[src/design/hcbst_pkg.sv]
// Shared types and codes for the hot-cue beat snap table.
package hcbst_pkg;

  typedef enum logic [3:0] {
    CMD_NEW_TRACK = 4'd0,
    CMD_APPEND    = 4'd1,
    CMD_SET_POS   = 4'd2,
    CMD_SET_NEXT  = 4'd3,
    CMD_CLEAR     = 4'd4,
    CMD_JUMP      = 4'd5,
    CMD_TRIGGER   = 4'd6,
    CMD_ARM       = 4'd7,
    CMD_DISARM    = 4'd8,
    CMD_JUMP_NEW  = 4'd9
  } cmd_e;

  typedef enum logic [2:0] {
    KIND_SEEK     = 3'd0,
    KIND_STORED   = 3'd1,
    KIND_CLEARED  = 3'd2,
    KIND_RANGE    = 3'd3,
    KIND_DECK_CLR = 3'd4
  } kind_e;

  typedef enum logic [4:0] {
    OP_NONE,
    OP_LOAD,
    OP_NEW_TRACK,
    OP_APPEND,
    OP_SET_POS,
    OP_SET_NEXT,
    OP_ARM,
    OP_DISARM,
    OP_CLEAR_ARG,
    OP_SEL_ARG,
    OP_SEL_NEXT,
    OP_CLEAR_SEL,
    OP_MARK,
    OP_JUMP_CLEAR,
    OP_CB_READ,
    OP_IDX_ERR,
    OP_BEAT_READ,
    OP_SEEK,
    OP_RD_FIRST,
    OP_RD_LAST,
    OP_SCAN_START,
    OP_SCAN_NEXT,
    OP_SNAP,
    OP_STORE
  } dp_op_e;

  typedef enum logic [1:0] {
    SNAP_NONE,
    SNAP_FIRST,
    SNAP_LAST,
    SNAP_PICK
  } snap_e;

  typedef struct packed {
    dp_op_e op;
    snap_e  snap;
  } dp_cmd_t;

  typedef struct packed {
    cmd_e cmd;
    logic deck_ok;
    logic slot_ok;
    logic armed;
    logic cue_valid;
    logic few_beats;
    logic pos_le_rd;
    logic pos_ge_rd;
    logic in_interval;
    logic scan_last;
    logic idx_bad;
    logic out_free;
  } dp_status_t;

  function automatic logic is_result_op(dp_op_e op);
    return (op == OP_NEW_TRACK) || (op == OP_CLEAR_ARG) || (op == OP_CLEAR_SEL) ||
           (op == OP_JUMP_CLEAR) || (op == OP_IDX_ERR) || (op == OP_SEEK) ||
           (op == OP_STORE);
  endfunction

endpackage

[src/design/hcbst_ctrl.sv]
// Command sequencer for the hot-cue table: decode, cue jump and beat scan.
module hcbst_ctrl import hcbst_pkg::*; (
  input  logic       clk_i,
  input  logic       rst_ni,
  input  logic       in_valid_i,
  output logic       in_stall_o,
  input  dp_status_t stat_i,
  output dp_cmd_t    cmd_o
);

  localparam logic [3:0] S_IDLE  = 4'd0;
  localparam logic [3:0] S_DEC   = 4'd1;
  localparam logic [3:0] S_JNEW  = 4'd2;
  localparam logic [3:0] S_JUMP  = 4'd3;
  localparam logic [3:0] S_JDEC  = 4'd4;
  localparam logic [3:0] S_CBCHK = 4'd5;
  localparam logic [3:0] S_SEEK  = 4'd6;
  localparam logic [3:0] S_SB0   = 4'd7;
  localparam logic [3:0] S_SBN   = 4'd8;
  localparam logic [3:0] S_SCAN  = 4'd9;
  localparam logic [3:0] S_STORE = 4'd10;

  logic [3:0] state_q, state_d;

  always_ff @(posedge clk_i or negedge rst_ni) begin
    if (!rst_ni) begin
      state_q <= S_IDLE;
    end else begin
      state_q <= state_d;
    end
  end

  always_comb begin
    state_d     = state_q;
    cmd_o.op    = OP_NONE;
    cmd_o.snap  = SNAP_NONE;
    in_stall_o  = (state_q != S_IDLE);
    unique case (state_q)
      S_IDLE: begin
        if (in_valid_i) begin
          cmd_o.op = OP_LOAD;
          state_d  = S_DEC;
        end
      end
      S_DEC: begin
        state_d = S_IDLE;
        if (stat_i.deck_ok) begin
          unique case (stat_i.cmd)
            CMD_NEW_TRACK: begin
              if (stat_i.out_free) cmd_o.op = OP_NEW_TRACK;
              else state_d = S_DEC;
            end
            CMD_APPEND:  cmd_o.op = OP_APPEND;
            CMD_SET_POS: cmd_o.op = OP_SET_POS;
            CMD_SET_NEXT: begin
              if (stat_i.slot_ok) cmd_o.op = OP_SET_NEXT;
            end
            CMD_CLEAR: begin
              if (stat_i.slot_ok) begin
                if (stat_i.out_free) cmd_o.op = OP_CLEAR_ARG;
                else state_d = S_DEC;
              end
            end
            CMD_JUMP: begin
              if (stat_i.slot_ok) begin
                cmd_o.op = OP_SEL_ARG;
                state_d  = S_JUMP;
              end
            end
            CMD_TRIGGER: begin
              cmd_o.op = OP_SEL_NEXT;
              state_d  = S_JUMP;
            end
            CMD_ARM:    cmd_o.op = OP_ARM;
            CMD_DISARM: cmd_o.op = OP_DISARM;
            CMD_JUMP_NEW: begin
              cmd_o.op = OP_SEL_NEXT;
              state_d  = S_JNEW;
            end
            default: ;
          endcase
        end
      end
      S_JNEW: begin
        if (stat_i.out_free) begin
          cmd_o.op = OP_CLEAR_SEL;
          state_d  = S_JUMP;
        end
      end
      S_JUMP: begin
        cmd_o.op = OP_MARK;
        state_d  = S_JDEC;
      end
      S_JDEC: begin
        if (stat_i.armed) begin
          if (stat_i.out_free) begin
            cmd_o.op = OP_JUMP_CLEAR;
            state_d  = S_IDLE;
          end
        end else if (stat_i.cue_valid) begin
          cmd_o.op = OP_CB_READ;
          state_d  = S_CBCHK;
        end else if (stat_i.few_beats) begin
          cmd_o.op   = OP_SNAP;
          cmd_o.snap = SNAP_NONE;
          state_d    = S_STORE;
        end else begin
          cmd_o.op = OP_RD_FIRST;
          state_d  = S_SB0;
        end
      end
      S_CBCHK: begin
        if (stat_i.idx_bad) begin
          if (stat_i.out_free) begin
            cmd_o.op = OP_IDX_ERR;
            state_d  = S_IDLE;
          end
        end else begin
          cmd_o.op = OP_BEAT_READ;
          state_d  = S_SEEK;
        end
      end
      S_SEEK: begin
        if (stat_i.out_free) begin
          cmd_o.op = OP_SEEK;
          state_d  = S_IDLE;
        end
      end
      S_SB0: begin
        if (stat_i.pos_le_rd) begin
          cmd_o.op   = OP_SNAP;
          cmd_o.snap = SNAP_FIRST;
          state_d    = S_STORE;
        end else begin
          cmd_o.op = OP_RD_LAST;
          state_d  = S_SBN;
        end
      end
      S_SBN: begin
        if (stat_i.pos_ge_rd) begin
          cmd_o.op   = OP_SNAP;
          cmd_o.snap = SNAP_LAST;
          state_d    = S_STORE;
        end else begin
          cmd_o.op = OP_SCAN_START;
          state_d  = S_SCAN;
        end
      end
      S_SCAN: begin
        if (stat_i.in_interval) begin
          cmd_o.op   = OP_SNAP;
          cmd_o.snap = SNAP_PICK;
          state_d    = S_STORE;
        end else if (stat_i.scan_last) begin
          cmd_o.op   = OP_SNAP;
          cmd_o.snap = SNAP_NONE;
          state_d    = S_STORE;
        end else begin
          cmd_o.op = OP_SCAN_NEXT;
        end
      end
      S_STORE: begin
        if (stat_i.out_free) begin
          cmd_o.op = OP_STORE;
          state_d  = S_IDLE;
        end
      end
      default: state_d = S_IDLE;
    endcase
  end

endmodule

[config.mk]
export PLATFORM = sky130hd
export DESIGN_NAME = hcbst_ctrl
export DESIGN_NICKNAME = d
export VERILOG_FILES = /design/src/design/hcbst_pkg.sv /design/src/design/hcbst_ctrl.sv
export SDC_FILE = /design/constraint.sdc
export NUM_CORES = 1
export LEC_CHECK = 0
export BUFFER_PORTS_ARGS = -buffer_cell sky130_fd_sc_hd__buf_2
export CORE_AREA = 10 10 53 55
export CTS_CLUSTER_DIAMETER = 120
export DETAILED_ROUTE_END_ITERATION = 8
export DIE_AREA = 0 0 63 65
export PLACE_DENSITY = 0.77
export SYNTH_ARGS = -nofsm -noshare
export SYNTH_HDL_FRONTEND = slang
export SYNTH_SLANG_ARGS = --single-unit
[constraint.sdc]
create_clock -name clk_i -period 1.7 [get_ports clk_i]
set_clock_uncertainty 0.15 [all_clocks]
set_input_delay 0.17 -clock clk_i [delete_from_list [all_inputs] [get_ports clk_i]]
set_output_delay 0.17 -clock clk_i [all_outputs]
set_load 0.01 [all_outputs]
# Yosys cells after proc, flatten, opt, wreduce, memory -nomap -nowiden
# Index checks and enable logic that the tools add are counted.
# W data, S select, Z words.
# op_classes
addsub	0
multipliers	0
n_div	0
n_lt_le_gt_ge	0
eq_ne	22
shift	0
mux	42
bitwise	0
reduce_logical	6
# op_table
operator	n
$mux W4	18
$pmux W5 S11	1
$pmux W4 S10	1
$pmux W4 S9	1
$eq A4 B3 Y1 const B	8
$mux W5	5
$eq A4 B4 Y1 const B	5
$pmux W4 S5	1
$eq A4 B2 Y1 const B	4
$mux W2	7
$mux W3	3
$eq A4 B1 Y1 const B	2
$logic_not A4 Y1	2
$mux W7	1
$pmux W2 S3	1
$ne A2 B2 Y1 const B	2
$reduce_bool A4 Y1	1
$reduce_or A2 Y1	2
$mux W1	3
$ne A3 B3 Y1 const B	1
$reduce_and A3 Y1	1
# word_totals
register_bits	4
latch_bits	0
mem_bits_rw	0
rom_bits	0
inputBits	18
output_inout_bits	8
wordCells	71
mem_count	0

# Depth between registers and ports, before layout
# logic_depth
depth_word	5
ltp_mapped	7
ltp_nobuf	5

# Least setup slack after synthesis
# No wires, ideal clock.
# synth_path
path_kind	register to output
from	register state_q[0]
to	output cmd_o[2] (netlist bit)
t_arrival_ps	1269
t_required_ps	1380
setup_slack_ps	111
stages_incl_launch_ff	7
n_path_buf	1
path_cell_list	dfrtp_1 -> buf_6 -> and2b_1 -> a32oi_1 -> nor3b_1 -> nor3_1 -> nand3_1
# synth_rtl
item	line	rtl
start, declared	hcbst_ctrl.sv:23	logic [3:0] state_q, state_d;
start signal, assigned	hcbst_ctrl.sv:29	state_q <= state_d;
end, declared	hcbst_ctrl.sv:8	output dp_cmd_t cmd_o

==> results.py <==
metrics = {
    "power_and_ir_drop": {
        "leakagePower_nw": 0.670,
        "ir_drop_mv": 0.894,
        "power_density_mw_per_mm2": 1670,
    },
    "final_layout": {
        "layout.cells.non_filler": 217,
        "n_fill_cell": 131,
        "antenna_cells": 0,
        "regArea_um2": 105,
        "final_layout_size_suffix_gt1_share_pct": 52.1,
        "fin_util_pct": 80.1,
        "regMostFlops": "state_q",
        "area_delta_synth_final_pct": 63.1,
        "multi_input_area_um2": 866,
        "layout_common_cells": "buf_4 (26), buf_2 (24), nor2_1 (11), buf_6 (11), o21ai_0 (10)",
        "fin_nets": 210,
        "largest_register_ffs": 4,
        "top_regs": "state_q x4",
        "final_common_cell": "buf_4",
    },
    "clock_tree": {
        "cts.sinks": 4,
        "cts_buffers": 3,
        "clockBufferDepth": 2,
        "clk_pin_slew_ns": 0.04,
        "cts_tree": "yes",
        "cts_root_buffer": "clkbuf_4",
        "clock_latency_ns": 0.23,
        "htree_levels": 1,
    },
    "sta": {
        "period_needed_ns": 1.98,
        "grt_setup_unrepaired": "true",
        "relSlewSlack_pct": 75.1,
        "worst_pin_slew_ns": 0.372,
        "setup_ws_ns": -0.283,
        "hold_viol": 0,
        "period_share_pct": 117,
        "slew_violations": 0,
        "setup_viol": 10,
        "max_freq_mhz": 504,
    },
    "grt": {
        "grt_max_degree": 16,
        "grt_usage_pct": 17.4,
        "grt_overflow_total": 0,
        "antenna_found_initial": 0,
        "grt_pass1_wl_mm": 6.15,
        "grt_pass1_vias": 1344,
    },
    "routing": {
        "highest_layer": "met4",
        "wire_per_inst_um": 18.6,
        "wl_met1_mm": 1.50,
        "vias_per_cell": 6.44,
        "drc": 0,
        "drtPass1Iterations": 4,
        "drt_wl_total_mm": 4.03,
        "dr_wl_met3_um": 384,
        "dr_wl_met2_mm": 2.01,
        "num_vias": 1397,
        "ant_nets": 0,
        "drt_iter0_markers": 97,
    },
    "logic_synthesis": {
        "yosysSeqAreaShare_pct": 10.9,
        "synth_top_cell_by_area": "dfrtp_1",
        "synth_top_area_share_pct": 10.9,
        "syn-num-nets": 156,
        "avgSynthCellArea_um2": 6.63,
        "synthArstFlopShare_pct": 100,
        "yosys_warnings": 0,
        "yosys.cell_types.count": 41,
        "ys.flop_type": "dfrtp_1",
        "netlist_top_cells_area": "dfrtp_1 (11%), nor2_1 (7.0%), o21ai_0 (6.0%)",
        "synthCells": 138,
        "synth_edf_count": 0,
        "syn-cell-area_um2": 915,
        "ys_ff_latch": 4,
    },
    "placement": {
        "dpl.cell_count": 203,
        "dp_hpwl_mm": 2.54,
        "port_buffers": 25,
        "gp_congestion": 1.05,
    },
    "critical_path": {
        "end_kind": "output pin",
        "arrival_ns": 1.66,
        "crit_required_ns": 1.38,
        "worstPathMaxFanout": 6,
        "worstSetupPathType": "register to output pin",
        "crit_path_start_kind": "register",
    },
    "outcome": {
        "outcome": "finished, violations left",
        "violations": "negative setup slack",
    },
    "floorplanning": {
        "die-area_mm2": 0.00410,
        "die_y_um": 65,
        "placementRows": 16,
        "initial_core_util_pct": 49.1,
        "core_mm2": 0.00186,
        "ios": 26,
        "die-width_um": 63,
    },
    "worst_hold_path": {
        "hp-class": "input pin to asynchronous set/reset pin",
    },
    "run": {
        "maxCapViolCount": 0,
    },
}
## worst paths after layout
check	start	end	slack, ns	cells past startpoint
worst min register to register	state_q[1]	state_q[1]	0.53	2
min in group clk_i	in_valid_i	state_q[1]	0.21	5
worst max register to register	state_q[0]	state_q[0]	-0.09	5
max in group asynchronous	rst_ni	state_q[0]	1.14	2
worst max-delay path	state_q[1]	cmd_o[2]	-0.28	5
worst min-delay path	rst_ni	state_q[1]	0.13	2
## through the flow
step / setup WS, ns / area (µm²) / TNS [ns] / hold WS, ns / power (W)
floorplan: 0.111 / 915 / 0 / -0.276 / 0.00111
global placement: -0.0735 / 1190 / -0.292 / -0.171 / 0.00167
detailed placement: -0.126 / 1190 / -0.725 / -0.173 / 0.00171
CTS: -0.245 / 1400 / -1.25 / 0.113 / 0.00222
global route: -0.344 / 1490 / -2.08 / 0.128 / 0.00263
finish: -0.283 / 1490 / -1.54 / 0.132 / 0.00249
## layer usage
layer	vias up	global-route usage [%]
li1	626	-
met1	646	19.8
met2	105	30.7
met3	20	4.64
met4	0	5.87
met5	-	0
## cells in the mapped netlist, types with 3 or more instances
master and n:
a21oi_1 10, a22oi_1 4, a31oi_1 3, a32oi_1 3, buf_2 6, clkbuf_1 3
dfrtp_1 4, inv_1 4, nand2_1 8, nand2b_1 8, nand3_1 7, nor2_1 17
nor2b_1 5, nor3_1 6, nor4_1 3, o211ai_1 3, o21ai_0 11
## critical path: stages (launching register included)
cell and delay (ns):
dfrtp_2 0.46, and2b_1 0.30, and3_1 0.28, o21ai_0 0.15
nand3_1 0.11, buf_2 0.14
## kinds of logic (layout without fill, tap and decap cells)
logic type / count (synthesis) / in the layout / share of synthesized area, %
buffers and inverters: 17 / 69 / 10.3
DFF: 4 / 4 / 10.9
muxes: 3 / 3 / 3.42
and+or+nand+nor: 63 / 63 / 35.4
AOI/OAI and AO/OA: 49 / 49 / 37.8
adders and majority gates: 2 / 2 / 2.19
## what timing repair did
item | CTS | global route
gates resized for setup | 35 | 16
endpoints found under the hold margin | 4 | 0
hold buffers | 1 | 0
buffers inserted | 8 | 2
endpoints found under the setup margin | 11 | 10
pin swaps | 12 | 6
## report_power, final
| part | internal (W) | leakage [nW] | switching, W |
|---|---|---|---|
| Sequential | 0.000147 | 0.0460 | 0.0000901 |
| Combinational | 0.00107 | 0.610 | 0.00107 |
| Clock | 0.0000789 | 0.0138 | 0.0000373 |
## area by class of cell
type,count,share of cell area [%]
repair buffers,62,30.1
clock buffers,3,1.51
multi-input cells,117,58.1
well taps,27,2.27
inverters,4,1.01
flip-flops and latches,4,7.05
No activity file was read; power rests on OpenSTA's default activity.
